**src/rtl/coil_current_to_weight_defines.svh**
```systemverilog
// Assertion macros for the coil current to weight block.
// Each macro samples on clk and is muted while rst_n is low.
`ifndef COIL_CURRENT_TO_WEIGHT_DEFINES_SVH
`define COIL_CURRENT_TO_WEIGHT_DEFINES_SVH

// Condition holds at every edge
`define CCTW_ASSERT_ALWAYS(lbl, cond, msg) \
  lbl: assert property (@(posedge clk) disable iff (!rst_n) (cond)) else $error(msg);

// Antecedent implies consequent in the same cycle
`define CCTW_ASSERT_IMPLIES(lbl, ante, cons, msg) \
  lbl: assert property (@(posedge clk) disable iff (!rst_n) (ante) |-> (cons)) else $error(msg);

// Antecedent implies consequent in the next cycle
`define CCTW_ASSERT_NEXT(lbl, ante, cons, msg) \
  lbl: assert property (@(posedge clk) disable iff (!rst_n) (ante) |=> (cons)) else $error(msg);

`endif

```
**src/rtl/cctw_pkg.sv**
```systemverilog
package cctw_pkg;

  // Input op codes
  localparam logic [1:0] OP_SAMPLE = 2'd0;
  localparam logic [1:0] OP_TARE   = 2'd1;
  localparam logic [1:0] OP_UNIT   = 2'd2;

  // Configuration register indexes
  localparam logic [1:0] REG_FULL_SCALE = 2'd0;
  localparam logic [1:0] REG_MAX_TEMP   = 2'd1;
  localparam logic [1:0] REG_G2OZ       = 2'd2;

  // Field widths
  localparam int CUR_W  = 12;
  localparam int TEMP_W = 12;
  localparam int MA_W   = 12;
  localparam int FS_W   = 16;
  localparam int WGT_W  = 16;
  localparam int NET_W  = 17;
  localparam int CFG_W  = 16;

  // Averaging depth and ADC full scale
  localparam int AVG_N          = 3;
  localparam int ADC_FULL_SCALE = 4095;
  localparam int POS_W          = (AVG_N > 1) ? $clog2(AVG_N) : 1;

  // Raw words get their low two bits flipped
  localparam logic [CUR_W-1:0]  CUR_TOGGLE  = CUR_W'(3);
  localparam logic [TEMP_W-1:0] TEMP_TOGGLE = TEMP_W'(3);

  // Shared multiply-add unit operand widths
  localparam int MAC_A_W = 48;
  localparam int MAC_B_W = 18;
  localparam int ACC_W   = 64;

  // Current scaling: p = full_scale * word, mA = p / ADC_FULL_SCALE by reciprocal
  localparam int P_W       = FS_W + CUR_W;
  localparam int ADC_K     = $clog2(ADC_FULL_SCALE) + MA_W;
  localparam int ADC_RECIP = (1 << ADC_K) / ADC_FULL_SCALE;
  localparam logic [P_W-1:0] MA_SAT_P = P_W'(ADC_FULL_SCALE * (1 << MA_W));
  localparam logic [MA_W-1:0] MA_MAX  = {MA_W{1'b1}};

  // Averaging: avg = sum / AVG_N by reciprocal
  localparam int SUM_W     = MA_W + $clog2(AVG_N);
  localparam int AVG_RECIP = (1 << SUM_W) / AVG_N;

  // Q40 calibration coefficients
  localparam int Q_FRAC = 40;
  localparam logic signed [MAC_A_W-1:0] Q40_A3 = -48'sd203619;
  localparam logic signed [ACC_W-1:0]   Q40_A2 = 64'sd1272662719;
  localparam logic signed [ACC_W-1:0]   Q40_A1 = 64'sd360950975701;
  localparam logic signed [MAC_A_W-1:0] Q40_M  = 48'sd1160248650094;
  localparam logic signed [ACC_W-1:0]   Q40_B  = -64'sd23909099448315;
  localparam logic signed [ACC_W-1:0]   Q40_BIAS = 64'sd1099511627775;

  // Integer part of a Q40 value, width left after the fraction is dropped
  localparam int QI_W = ACC_W - Q_FRAC;

  // Request to the shared multiply-add unit: acc <= a * b + c
  typedef struct packed {
    logic                       en;
    logic signed [MAC_A_W-1:0]  a;
    logic signed [MAC_B_W-1:0]  b;
    logic signed [ACC_W-1:0]    c;
  } cctw_mac_req_t;

  // Q40 to integer, truncated toward zero
  function automatic logic signed [QI_W-1:0] q40_trunc(input logic signed [ACC_W-1:0] v);
    logic signed [ACC_W-1:0] biased;
    biased = v + (v[ACC_W-1] ? Q40_BIAS : '0);
    return biased[ACC_W-1:Q_FRAC];
  endfunction

endpackage

```
**src/rtl/cctw_mac.sv**
```systemverilog
module cctw_mac (
  input  logic                                     clk,
  input  cctw_pkg::cctw_mac_req_t                  req,
  output logic signed [cctw_pkg::ACC_W-1:0]        acc
);
  import cctw_pkg::*;

  logic signed [MAC_A_W-1:0]         op_a;
  logic signed [MAC_B_W-1:0]         op_b;
  logic signed [MAC_A_W+MAC_B_W-1:0] prod;
  logic signed [ACC_W-1:0]           acc_r;
  logic signed [ACC_W-1:0]           acc_nxt;

  // Multiply, add, register
  assign op_a    = req.a;
  assign op_b    = req.b;
  assign prod    = op_a * op_b;
  assign acc_nxt = prod[ACC_W-1:0] + req.c;

  always_ff @(posedge clk) begin
    if (req.en) begin
      acc_r <= acc_nxt;
    end
  end

  assign acc = acc_r;

endmodule

```
**src/rtl/coil_current_to_weight.sv**
```systemverilog
// Channel   Direction  Handshake            Payload
// in_       in         in_valid/in_ready    op, current_raw, temperature_raw
// out_      out        out_valid/out_ready  net_grams, display_value, in_ounces, overheat
// cfg_      in         cfg_we               cfg_index, cfg_wdata
//
// A sample request runs the multiply, divide, averaging, calibration and net steps,
// then loads its result and raises in_ready again. Tare and unit requests go straight
// to the net step. One shared 48x18 multiply-add unit is used 10 times per sample.
// Reset is synchronous, active low, and clears the sample ring and all kept state.
// A finished result waits in the output register; the next request runs up to its
// last step and holds there, taking no further request until that result leaves.
module coil_current_to_weight (
  input  logic                                clk,
  input  logic                                rst_n,
  input  logic                                in_valid,
  output logic                                in_ready,
  input  logic [1:0]                          in_op,
  input  logic [cctw_pkg::CUR_W-1:0]          in_current_raw,
  input  logic [cctw_pkg::TEMP_W-1:0]         in_temperature_raw,
  output logic                                out_valid,
  input  logic                                out_ready,
  output logic signed [cctw_pkg::NET_W-1:0]   out_net_grams,
  output logic signed [cctw_pkg::NET_W-1:0]   out_display_value,
  output logic                                out_in_ounces,
  output logic                                out_overheat,
  input  logic                                cfg_we,
  input  logic [1:0]                          cfg_index,
  input  logic [cctw_pkg::CFG_W-1:0]          cfg_wdata
);
  import cctw_pkg::*;

  // Sequencer codes
  localparam logic [3:0] S_IDLE    = 4'd0;
  localparam logic [3:0] S_MA_MUL  = 4'd1;
  localparam logic [3:0] S_MA_REC  = 4'd2;
  localparam logic [3:0] S_MA_FIX  = 4'd3;
  localparam logic [3:0] S_MA_SAT  = 4'd4;
  localparam logic [3:0] S_AVG_REC = 4'd5;
  localparam logic [3:0] S_AVG_FIX = 4'd6;
  localparam logic [3:0] S_AVG_END = 4'd7;
  localparam logic [3:0] S_P1      = 4'd8;
  localparam logic [3:0] S_P2      = 4'd9;
  localparam logic [3:0] S_P3      = 4'd10;
  localparam logic [3:0] S_CORR    = 4'd11;
  localparam logic [3:0] S_CLAMP   = 4'd12;
  localparam logic [3:0] S_NET     = 4'd13;
  localparam logic [3:0] S_OUT     = 4'd14;

  // Multiplier constants
  localparam logic signed [MAC_B_W-1:0] ADC_RECIP_B = MAC_B_W'(ADC_RECIP);
  localparam logic signed [MAC_B_W-1:0] ADC_NEG_B   = -MAC_B_W'(ADC_FULL_SCALE);
  localparam logic signed [MAC_B_W-1:0] AVG_RECIP_B = MAC_B_W'(AVG_RECIP);
  localparam logic signed [MAC_B_W-1:0] AVG_NEG_B   = -MAC_B_W'(AVG_N);
  localparam logic signed [ACC_W-1:0]   ADC_FS_ACC  = ACC_W'(ADC_FULL_SCALE);
  localparam logic signed [ACC_W-1:0]   AVG_N_ACC   = ACC_W'(AVG_N);
  localparam logic signed [QI_W-1:0]    WGT_MAX_QI  = QI_W'((1 << WGT_W) - 1);
  localparam logic [POS_W-1:0]          POS_LAST    = POS_W'(AVG_N - 1);

  // Control and kept state
  logic [3:0]             state_r, state_nxt;
  logic                   out_valid_r, out_valid_nxt;
  logic [MA_W-1:0]        ring_r [AVG_N];
  logic [MA_W-1:0]        ring_nxt [AVG_N];
  logic [POS_W-1:0]       pos_r, pos_nxt;
  logic [WGT_W-1:0]       cw_r, cw_nxt;
  logic [WGT_W-1:0]       tare_r, tare_nxt;
  logic                   ounce_r, ounce_nxt;
  logic                   overheat_r, overheat_nxt;
  logic [FS_W-1:0]        fs_r, fs_nxt;
  logic [TEMP_W-1:0]      maxt_r, maxt_nxt;
  logic [CFG_W-1:0]       g2o_r, g2o_nxt;

  // Working payload
  logic [CUR_W-1:0]       word_r, word_nxt;
  logic [P_W-1:0]         p_r, p_nxt;
  logic [MA_W-1:0]        q0_r, q0_nxt;
  logic [SUM_W-1:0]       sum_r, sum_nxt;
  logic [MA_W-1:0]        x_r, x_nxt;
  logic signed [NET_W-1:0] net_r, net_nxt;
  logic signed [NET_W-1:0] onet_r, onet_nxt;
  logic signed [NET_W-1:0] odisp_r, odisp_nxt;
  logic                   oounce_r, oounce_nxt;
  logic                   oheat_r, oheat_nxt;

  // Datapath helpers
  cctw_mac_req_t           mac_req;
  logic signed [ACC_W-1:0] acc;
  logic                    in_acc;
  logic                    out_free;
  logic [SUM_W-1:0]        ring_sum;
  logic [MA_W-1:0]         ma_val;
  logic signed [QI_W-1:0]  qi;
  logic signed [NET_W-1:0] net_val;
  logic [NET_W-1:0]        net_mag;
  logic [NET_W-1:0]        oz;

  cctw_mac u_mac (
    .clk (clk),
    .req (mac_req),
    .acc (acc)
  );

  assign in_ready  = (state_r == S_IDLE);
  assign in_acc    = in_valid && in_ready;
  assign out_free  = !out_valid_r || out_ready;
  assign out_valid = out_valid_r;

  // Ring sum over the kept samples
  always_comb begin
    ring_sum = '0;
    for (int i = 0; i < AVG_N; i++) begin
      ring_sum = ring_sum + SUM_W'(ring_r[i]);
    end
  end

  // Small shared terms
  assign qi      = q40_trunc(acc);
  assign net_val = $signed({1'b0, cw_r}) - $signed({1'b0, tare_r});
  assign net_mag = net_val[NET_W-1] ? NET_W'(-net_val) : NET_W'(net_val);
  assign oz      = acc[16 +: NET_W];
  assign ma_val  = (p_r >= MA_SAT_P) ? MA_MAX :
                   (acc >= ADC_FS_ACC) ? q0_r + MA_W'(1) : q0_r;

  // Sequencer
  always_comb begin
    state_nxt     = state_r;
    out_valid_nxt = out_valid_r;
    ring_nxt      = ring_r;
    pos_nxt       = pos_r;
    cw_nxt        = cw_r;
    tare_nxt      = tare_r;
    ounce_nxt     = ounce_r;
    overheat_nxt  = overheat_r;
    fs_nxt        = fs_r;
    maxt_nxt      = maxt_r;
    g2o_nxt       = g2o_r;
    word_nxt      = word_r;
    p_nxt         = p_r;
    q0_nxt        = q0_r;
    sum_nxt       = sum_r;
    x_nxt         = x_r;
    net_nxt       = net_r;
    onet_nxt      = onet_r;
    odisp_nxt     = odisp_r;
    oounce_nxt    = oounce_r;
    oheat_nxt     = oheat_r;
    mac_req       = '0;

    // Result leaves the output register
    if (out_valid_r && out_ready) begin
      out_valid_nxt = 1'b0;
    end

    // Configuration writes
    if (cfg_we) begin
      unique case (cfg_index)
        REG_FULL_SCALE: fs_nxt   = cfg_wdata[FS_W-1:0];
        REG_MAX_TEMP:   maxt_nxt = cfg_wdata[TEMP_W-1:0];
        REG_G2OZ:       g2o_nxt  = cfg_wdata;
        default: ;
      endcase
    end

    unique case (state_r)
      S_IDLE: begin
        if (in_acc) begin
          unique case (in_op)
            OP_SAMPLE: begin
              word_nxt     = in_current_raw ^ CUR_TOGGLE;
              overheat_nxt = (in_temperature_raw ^ TEMP_TOGGLE) > maxt_r;
              state_nxt    = S_MA_MUL;
            end
            OP_TARE: begin
              tare_nxt  = cw_r;
              state_nxt = S_NET;
            end
            OP_UNIT: begin
              ounce_nxt = !ounce_r;
              state_nxt = S_NET;
            end
            default: state_nxt = S_NET;
          endcase
        end
      end
      // p = full_scale * word
      S_MA_MUL: begin
        mac_req.en = 1'b1;
        mac_req.a  = {{(MAC_A_W-FS_W){1'b0}}, fs_r};
        mac_req.b  = {{(MAC_B_W-CUR_W){1'b0}}, word_r};
        state_nxt  = S_MA_REC;
      end
      // quotient estimate by reciprocal
      S_MA_REC: begin
        p_nxt      = acc[P_W-1:0];
        mac_req.en = 1'b1;
        mac_req.a  = {{(MAC_A_W-P_W){1'b0}}, acc[P_W-1:0]};
        mac_req.b  = ADC_RECIP_B;
        state_nxt  = S_MA_FIX;
      end
      // remainder of the estimate
      S_MA_FIX: begin
        q0_nxt     = acc[ADC_K +: MA_W];
        mac_req.en = 1'b1;
        mac_req.a  = {{(MAC_A_W-MA_W){1'b0}}, acc[ADC_K +: MA_W]};
        mac_req.b  = ADC_NEG_B;
        mac_req.c  = {{(ACC_W-P_W){1'b0}}, p_r};
        state_nxt  = S_MA_SAT;
      end
      // correct, saturate, push into the ring
      S_MA_SAT: begin
        ring_nxt[pos_r] = ma_val;
        pos_nxt         = (pos_r == POS_LAST) ? '0 : pos_r + POS_W'(1);
        state_nxt       = S_AVG_REC;
      end
      S_AVG_REC: begin
        sum_nxt    = ring_sum;
        mac_req.en = 1'b1;
        mac_req.a  = {{(MAC_A_W-SUM_W){1'b0}}, ring_sum};
        mac_req.b  = AVG_RECIP_B;
        state_nxt  = S_AVG_FIX;
      end
      S_AVG_FIX: begin
        q0_nxt     = acc[SUM_W +: MA_W];
        mac_req.en = 1'b1;
        mac_req.a  = {{(MAC_A_W-MA_W){1'b0}}, acc[SUM_W +: MA_W]};
        mac_req.b  = AVG_NEG_B;
        mac_req.c  = {{(ACC_W-SUM_W){1'b0}}, sum_r};
        state_nxt  = S_AVG_END;
      end
      S_AVG_END: begin
        x_nxt     = (acc >= AVG_N_ACC) ? q0_r + MA_W'(1) : q0_r;
        state_nxt = S_P1;
      end
      // Horner: ((A3*x + A2)*x + A1)*x
      S_P1: begin
        mac_req.en = 1'b1;
        mac_req.a  = Q40_A3;
        mac_req.b  = {{(MAC_B_W-MA_W){1'b0}}, x_r};
        mac_req.c  = Q40_A2;
        state_nxt  = S_P2;
      end
      S_P2: begin
        mac_req.en = 1'b1;
        mac_req.a  = acc[MAC_A_W-1:0];
        mac_req.b  = {{(MAC_B_W-MA_W){1'b0}}, x_r};
        mac_req.c  = Q40_A1;
        state_nxt  = S_P3;
      end
      S_P3: begin
        mac_req.en = 1'b1;
        mac_req.a  = acc[MAC_A_W-1:0];
        mac_req.b  = {{(MAC_B_W-MA_W){1'b0}}, x_r};
        state_nxt  = S_CORR;
      end
      // linear correction on the truncated cubic
      S_CORR: begin
        mac_req.en = 1'b1;
        mac_req.a  = Q40_M;
        mac_req.b  = qi[MAC_B_W-1:0];
        mac_req.c  = Q40_B;
        state_nxt  = S_CLAMP;
      end
      S_CLAMP: begin
        if (qi[QI_W-1]) begin
          cw_nxt = '0;
        end else if (qi > WGT_MAX_QI) begin
          cw_nxt = {WGT_W{1'b1}};
        end else begin
          cw_nxt = qi[WGT_W-1:0];
        end
        state_nxt = S_NET;
      end
      // net weight and ounce product
      S_NET: begin
        net_nxt    = net_val;
        mac_req.en = 1'b1;
        mac_req.a  = {{(MAC_A_W-NET_W){1'b0}}, net_mag};
        mac_req.b  = {{(MAC_B_W-CFG_W){1'b0}}, g2o_r};
        state_nxt  = S_OUT;
      end
      // load the result once the output register is free
      S_OUT: begin
        if (out_free) begin
          onet_nxt      = net_r;
          odisp_nxt     = !ounce_r ? net_r :
                          net_r[NET_W-1] ? $signed(-oz) : $signed(oz);
          oounce_nxt    = ounce_r;
          oheat_nxt     = overheat_r;
          out_valid_nxt = 1'b1;
          state_nxt     = S_IDLE;
        end
      end
      default: state_nxt = S_IDLE;
    endcase
  end

  // Control and kept state
  always_ff @(posedge clk) begin
    if (!rst_n) begin
      state_r     <= S_IDLE;
      out_valid_r <= 1'b0;
      for (int i = 0; i < AVG_N; i++) begin
        ring_r[i] <= '0;
      end
      pos_r       <= '0;
      cw_r        <= '0;
      tare_r      <= '0;
      ounce_r     <= 1'b0;
      overheat_r  <= 1'b0;
      fs_r        <= FS_W'(1000);
      maxt_r      <= TEMP_W'(4095);
      g2o_r       <= CFG_W'(2312);
    end else begin
      state_r     <= state_nxt;
      out_valid_r <= out_valid_nxt;
      ring_r      <= ring_nxt;
      pos_r       <= pos_nxt;
      cw_r        <= cw_nxt;
      tare_r      <= tare_nxt;
      ounce_r     <= ounce_nxt;
      overheat_r  <= overheat_nxt;
      fs_r        <= fs_nxt;
      maxt_r      <= maxt_nxt;
      g2o_r       <= g2o_nxt;
    end
  end

  // Working payload
  always_ff @(posedge clk) begin
    word_r   <= word_nxt;
    p_r      <= p_nxt;
    q0_r     <= q0_nxt;
    sum_r    <= sum_nxt;
    x_r      <= x_nxt;
    net_r    <= net_nxt;
    onet_r   <= onet_nxt;
    odisp_r  <= odisp_nxt;
    oounce_r <= oounce_nxt;
    oheat_r  <= oheat_nxt;
  end

  assign out_net_grams     = onet_r;
  assign out_display_value = odisp_r;
  assign out_in_ounces     = oounce_r;
  assign out_overheat      = oheat_r;

`include "coil_current_to_weight_defines.svh"

  `CCTW_ASSERT_NEXT(a_busy_after_accept, in_valid && in_ready, !in_ready,
                    "ready right after accept")
  `CCTW_ASSERT_IMPLIES(a_grams_passthru, out_valid && !out_in_ounces,
                       out_display_value == out_net_grams, "gram display differs from net")
  `CCTW_ASSERT_ALWAYS(a_ring_pos, pos_r <= POS_LAST, "ring position out of range")
  `CCTW_ASSERT_NEXT(a_out_load, state_r == S_OUT && out_free, out_valid && in_ready,
                    "result not loaded")

endmodule

```
**config.mk**
```make
export PLATFORM = sky130hd
export DESIGN_NAME = coil_current_to_weight
export DESIGN_NICKNAME = d
export VERILOG_FILES = /design/src/rtl/cctw_pkg.sv /design/src/rtl/cctw_mac.sv /design/src/rtl/coil_current_to_weight.sv
export VERILOG_INCLUDE_DIRS = /design/src /design/src/rtl
export SDC_FILE = /design/constraint.sdc
export NUM_CORES = 2
export LEC_CHECK = 0
export ABC_CLOCK_PERIOD_IN_PS = 14500
export BUFFER_PORTS_ARGS = -buffer_cell sky130_fd_sc_hd__buf_4
export CORE_MARGIN = 2
export CORE_UTILIZATION = 40
export CTS_BUF_LIST = sky130_fd_sc_hd__clkbuf_2 sky130_fd_sc_hd__clkbuf_4 sky130_fd_sc_hd__clkbuf_8
export DETAILED_ROUTE_END_ITERATION = 16
export PLACE_DENSITY = 0.62
export SYNTH_ARGS = -nofsm -noshare
export SYNTH_HDL_FRONTEND = slang
export SYNTH_SLANG_ARGS = --single-unit
```
**constraint.sdc**
```tcl
create_clock -name clk -period 14.5 [get_ports clk]
set_input_delay 1.45 -clock clk [delete_from_list [all_inputs] [get_ports clk]]
set_output_delay 1.45 -clock clk [all_outputs]
set_load 0.03 [all_outputs]
```
==> summary.md <==
| Metric | Value |
|---|---|
| Clock Pin Slew Worst Setup and Hold Paths | `0.07 ns` |
| Mapped Area | `0.0453 mm^2` |
| # hold bufs at CTS | `0` |
| Fin. max-slew vios | `0` |
| Crit-path max FO | `44` |
| CTS resizes | `0` |
| Main synth FF type | `edfxtp_1` |
| Delay of the slowest critical-path stage | `between 1 and 1.5 ns` |
| Number of flops mapped to enable cells by yosys | `between 150 and 200` |
| DPL Wire Length | `around 110000 um` |
| Nets | `6096` |
| Buffers and inverters on the worst path | `1` |
| Worst min path class | `reg2reg` |
| Nature of the critical path endpoint | `flip-flop` |
| Buffers on Ports | `86` |
| Fin. Hold Viols | `0` |
| Post-CTS setup buffers | `0` |
| DRT Wirelength | `140000 um` |
| CP top delay family | `compound AO/OA/AOI/OAI gates` |
| Post-synthesis cell count | `about 4800` |
| Layout area overhead | `8.68%` |
| DR WL/cell | `approximately 22 um` |
| Area of the die | `roughly 0.12 mm^2` |
| Iter 0 DRT Violations | `roughly 3200` |
| IO Pins | `slightly below 90` |
| TritonCTS buffer count | `52` |
| CTS root buf | `clkbuf_8` |
| Filler instances | `approximately 11000` |
| Relative slew slack | `0.115` |
| Avg Vias per Cell | `5.35` |
| Width of the chip | `~340 um` |
| ANT nets after route | `0` |
| Via count | `between 30000 and 40000` |
| Initial antenna violation count | `3` |
| Crit Path Class | `reg2reg` |
| Pre-Repair DR Iteration Count | `8` |
| WP data required | `14.90 ns` |
| First-pass GRT wire length | `~220000 um` |
| CTS sink cnt | `316` |
| RSZ-0062 raised after global routing | `no` |
| Starting density of the core | `0.403` |
| Mean Syn Cell Area | `around 9.4 um^2` |
| # rows | `around 120` |
| Clk_skew | `0.0513 ns` |
| Setup TNS | `0 ns` |
| Core Box Area | `between 0.1 and 0.15 mm^2` |
| Min Tclk post-route | `between 10 and 15 ns` |
| MaxCap Viol Count | `0` |
| CP Data Arrival Time | `roughly 12 ns` |
| DRC | `0` |
| Routability Congestion | `between 0.9 and 1` |
| Worst-margin pin slew | `about 1.3 ns` |
| Final setup violation count | `0` |
| FF+latch count, synth | `316` |
| Post-synthesis async set-or-reset flop share | `0` |
| Seq/Total Area, Yosys | `0.183` |
| Final worst path period share | `0.811` |
| Worst path slowest cell | `xor2_1` |
| CTS tree | `yes` |
| Die height | `approximately 340 um` |
| Clk buf depth | `3` |
| Inserted Diodes | `0` |
| Htree depth | `2` |
| Vias in the first global route | `about 36000` |
| Warning count from the yosys run | `0` |
| Cell mode on critical path | `fa_1` |
| Run status | `complete, no violations` |
| Distinct cell type count after synthesis | `slightly above 90` |
| GRT Overall Usage | `0.247` |
| Clock latency on the worst-skew pair | `0.67 ns` |
| Max frequency | `between 80 and 90 MHz` |
| GR Overflow Total | `0` |
| Share of cells above drive strength 1 | `0.0627` |
| CP Launch Type | `flip-flop` |
| Largest net degree at the start of global routing | `65` |
-- worst register-to-register path, delay by kind of cell, from the launching register on --
family,cells,cell delay (ns)
AOI/OAI and AO/OA,13,4.73
adders and majority gates,9,3.99
xor gates and xnor gates,2,1.11
and+or+nand+nor,4,0.93
buffers and inverters,1,0.43
DFF,1,0.33
-- final cells by class --
| cell class | count | area (um^2) | share of cell area |
|---|---|---|---|
| Multi-Input combinational cell | 3459 | 33200 | 0.674 |
| Sequential cell | 316 | 8280 | 0.168 |
| Inverter | 957 | 3590 | 0.0729 |
| Tap cell | 1500 | 1880 | 0.0381 |
| Timing Repair Buffer | 152 | 1140 | 0.0232 |
| Clock buffer | 79 | 943 | 0.0192 |
| Clock inverter | 15 | 230 | 0.00467 |
-- layer usage --
layer	GRT usage	vias to the layer above	part of all wire
met5	0	-	0.00015
met4	0.0977	4	0.049
met3	0.0390	296	0.074
met2	0.399	1406	0.46
met1	0.332	17600	0.41
li1	-	15300	-
-- stage by stage --
| step | utilization | area [um^2] | hold slack [ns] | cells | setup slack (ns) |
|---|---|---|---|---|---|
| floorplan | - | 45700 | 0.408 | 4951 | 3.88 |
| global placement | 0.427 | 48100 | 0.431 | 6384 | 2.76 |
| detailed placement | 0.427 | 48100 | 0.435 | 6384 | 2.62 |
| CTS | 0.438 | 49300 | 0.447 | 6478 | 2.56 |
| global route | 0.438 | 49300 | 0.456 | 6478 | 2.18 |
| finish | 0.438 | 49300 | 0.447 | 6478 | 2.74 |
-- state kept, by name (all words and copies together) (netlist names) --
register	flops
out_in_ounces	1
out_overheat	1
sum_r	14
out_net_grams	17
out_display_value	17
maxt_r	12
state_r	4
tare_r	16
x_r	12
q0_r	12
out_valid	1
overheat_r	1
ounce_r	1
pos_r	2
u_mac.acc	64
p_r	28
g2o_r	16
cw_r	16
fs_r	16
word_r	12
ring_r	36
net_r	17
-- worst paths after layout --
kind | from | to | slack (ns) | cells past startpoint
worst min-delay path | net_r[7]$_DFFE_PP_ | out_net_grams[7]$_DFFE_PP_ | 0.45 | 0
worst min register to register | net_r[7]$_DFFE_PP_ | out_net_grams[7]$_DFFE_PP_ | 0.45 | 0
worst max register to register | u_mac.acc[63]$_DFFE_PN_ | u_mac.acc[46]$_DFFE_PN_ | 2.74 | 29
worst max-delay path | u_mac.acc[63]$_DFFE_PN_ | u_mac.acc[46]$_DFFE_PN_ | 2.74 | 29
-- logic make-up (layout without fill, tap and decap cells) --
group | Yosys count | after routing | synth area share
adder cells (fa/ha/maj) | 1109 | 1109 | 0.448
AND/OR/NAND/NOR | 1435 | 1435 | 0.141
other | 2 | 107 | 0.000166
buffers and inverters | 1176 | 1203 | 0.0986
flip-flops | 316 | 316 | 0.183
AO/OA/AOI/OAI | 648 | 648 | 0.0985
XOR/XNOR | 151 | 151 | 0.0292
multiplexers | 9 | 9 | 0.00237
-- placed cells by master (no fill, tap or decap), types with 12 or more instances in the layout --
cell type,count
edfxtp_1,195
clkbuf_4,23
nand2_1,775
nand4_1,38
o211ai_1,29
nand3_1,62
nand2b_1,28
o21a_1,21
a31oi_1,15
nor3_1,46
a21oi_1,161
ha_1,255
o21ai_0,91
a21boi_0,35
a22o_1,19
xor2_1,61
nor2b_1,18
nor4_1,12
a221oi_1,24
xnor2_1,89
nor2_1,237
a21o_1,93
conb_1,107
or3_1,18
inv_1,950
dfxtp_1,121
a211oi_1,26
buf_4,152
and3_1,32
and2_1,114
fa_1,854
clkbuf_8,56
-- cells in the mapped netlist, types with 8 or more instances --
| master | number | area, um^2 |
|---|---|---|
| o21ai_1 | 9 | 45.0 |
| dfxtp_1 | 121 | 2420 |
| o211ai_1 | 29 | 218 |
| o21bai_1 | 9 | 67.6 |
| a21boi_0 | 35 | 263 |
| clkbuf_1 | 184 | 691 |
| a22oi_1 | 8 | 60.1 |
| o21a_1 | 21 | 158 |
| o31ai_1 | 8 | 60.1 |
| buf_2 | 14 | 70.1 |
| a22o_1 | 19 | 166 |
| a221o_1 | 9 | 90.1 |
| nor2_1 | 240 | 901 |
| or2_2 | 11 | 68.8 |
| and3_1 | 32 | 200 |
| fa_1 | 854 | 17100 |
| nand2b_1 | 28 | 175 |
| buf_1 | 13 | 48.8 |
| inv_1 | 951 | 3570 |
| a21o_1 | 93 | 698 |
| nand2_1 | 775 | 2910 |
| nor3_1 | 51 | 255 |
| xnor2_1 | 89 | 780 |
| a311oi_1 | 11 | 96.3 |
| o21ai_0 | 97 | 485 |
| o31a_1 | 10 | 87.6 |
| a31oi_1 | 16 | 100 |
| xor2_1 | 62 | 543 |
| a211oi_1 | 26 | 195 |
| nand4_1 | 38 | 238 |
| nand3_1 | 63 | 315 |
| nor4_1 | 12 | 75.1 |
| a21oi_1 | 161 | 806 |
| or3_1 | 18 | 113 |
| edfxtp_1 | 195 | 5860 |
| nor2b_1 | 18 | 113 |
| a221oi_1 | 24 | 210 |
| ha_1 | 255 | 3190 |
| and2_1 | 114 | 713 |
Power is left out: the tool's default activity adds up to more than one toggle a clock period on the data nets, which glitch-free logic cannot reach.
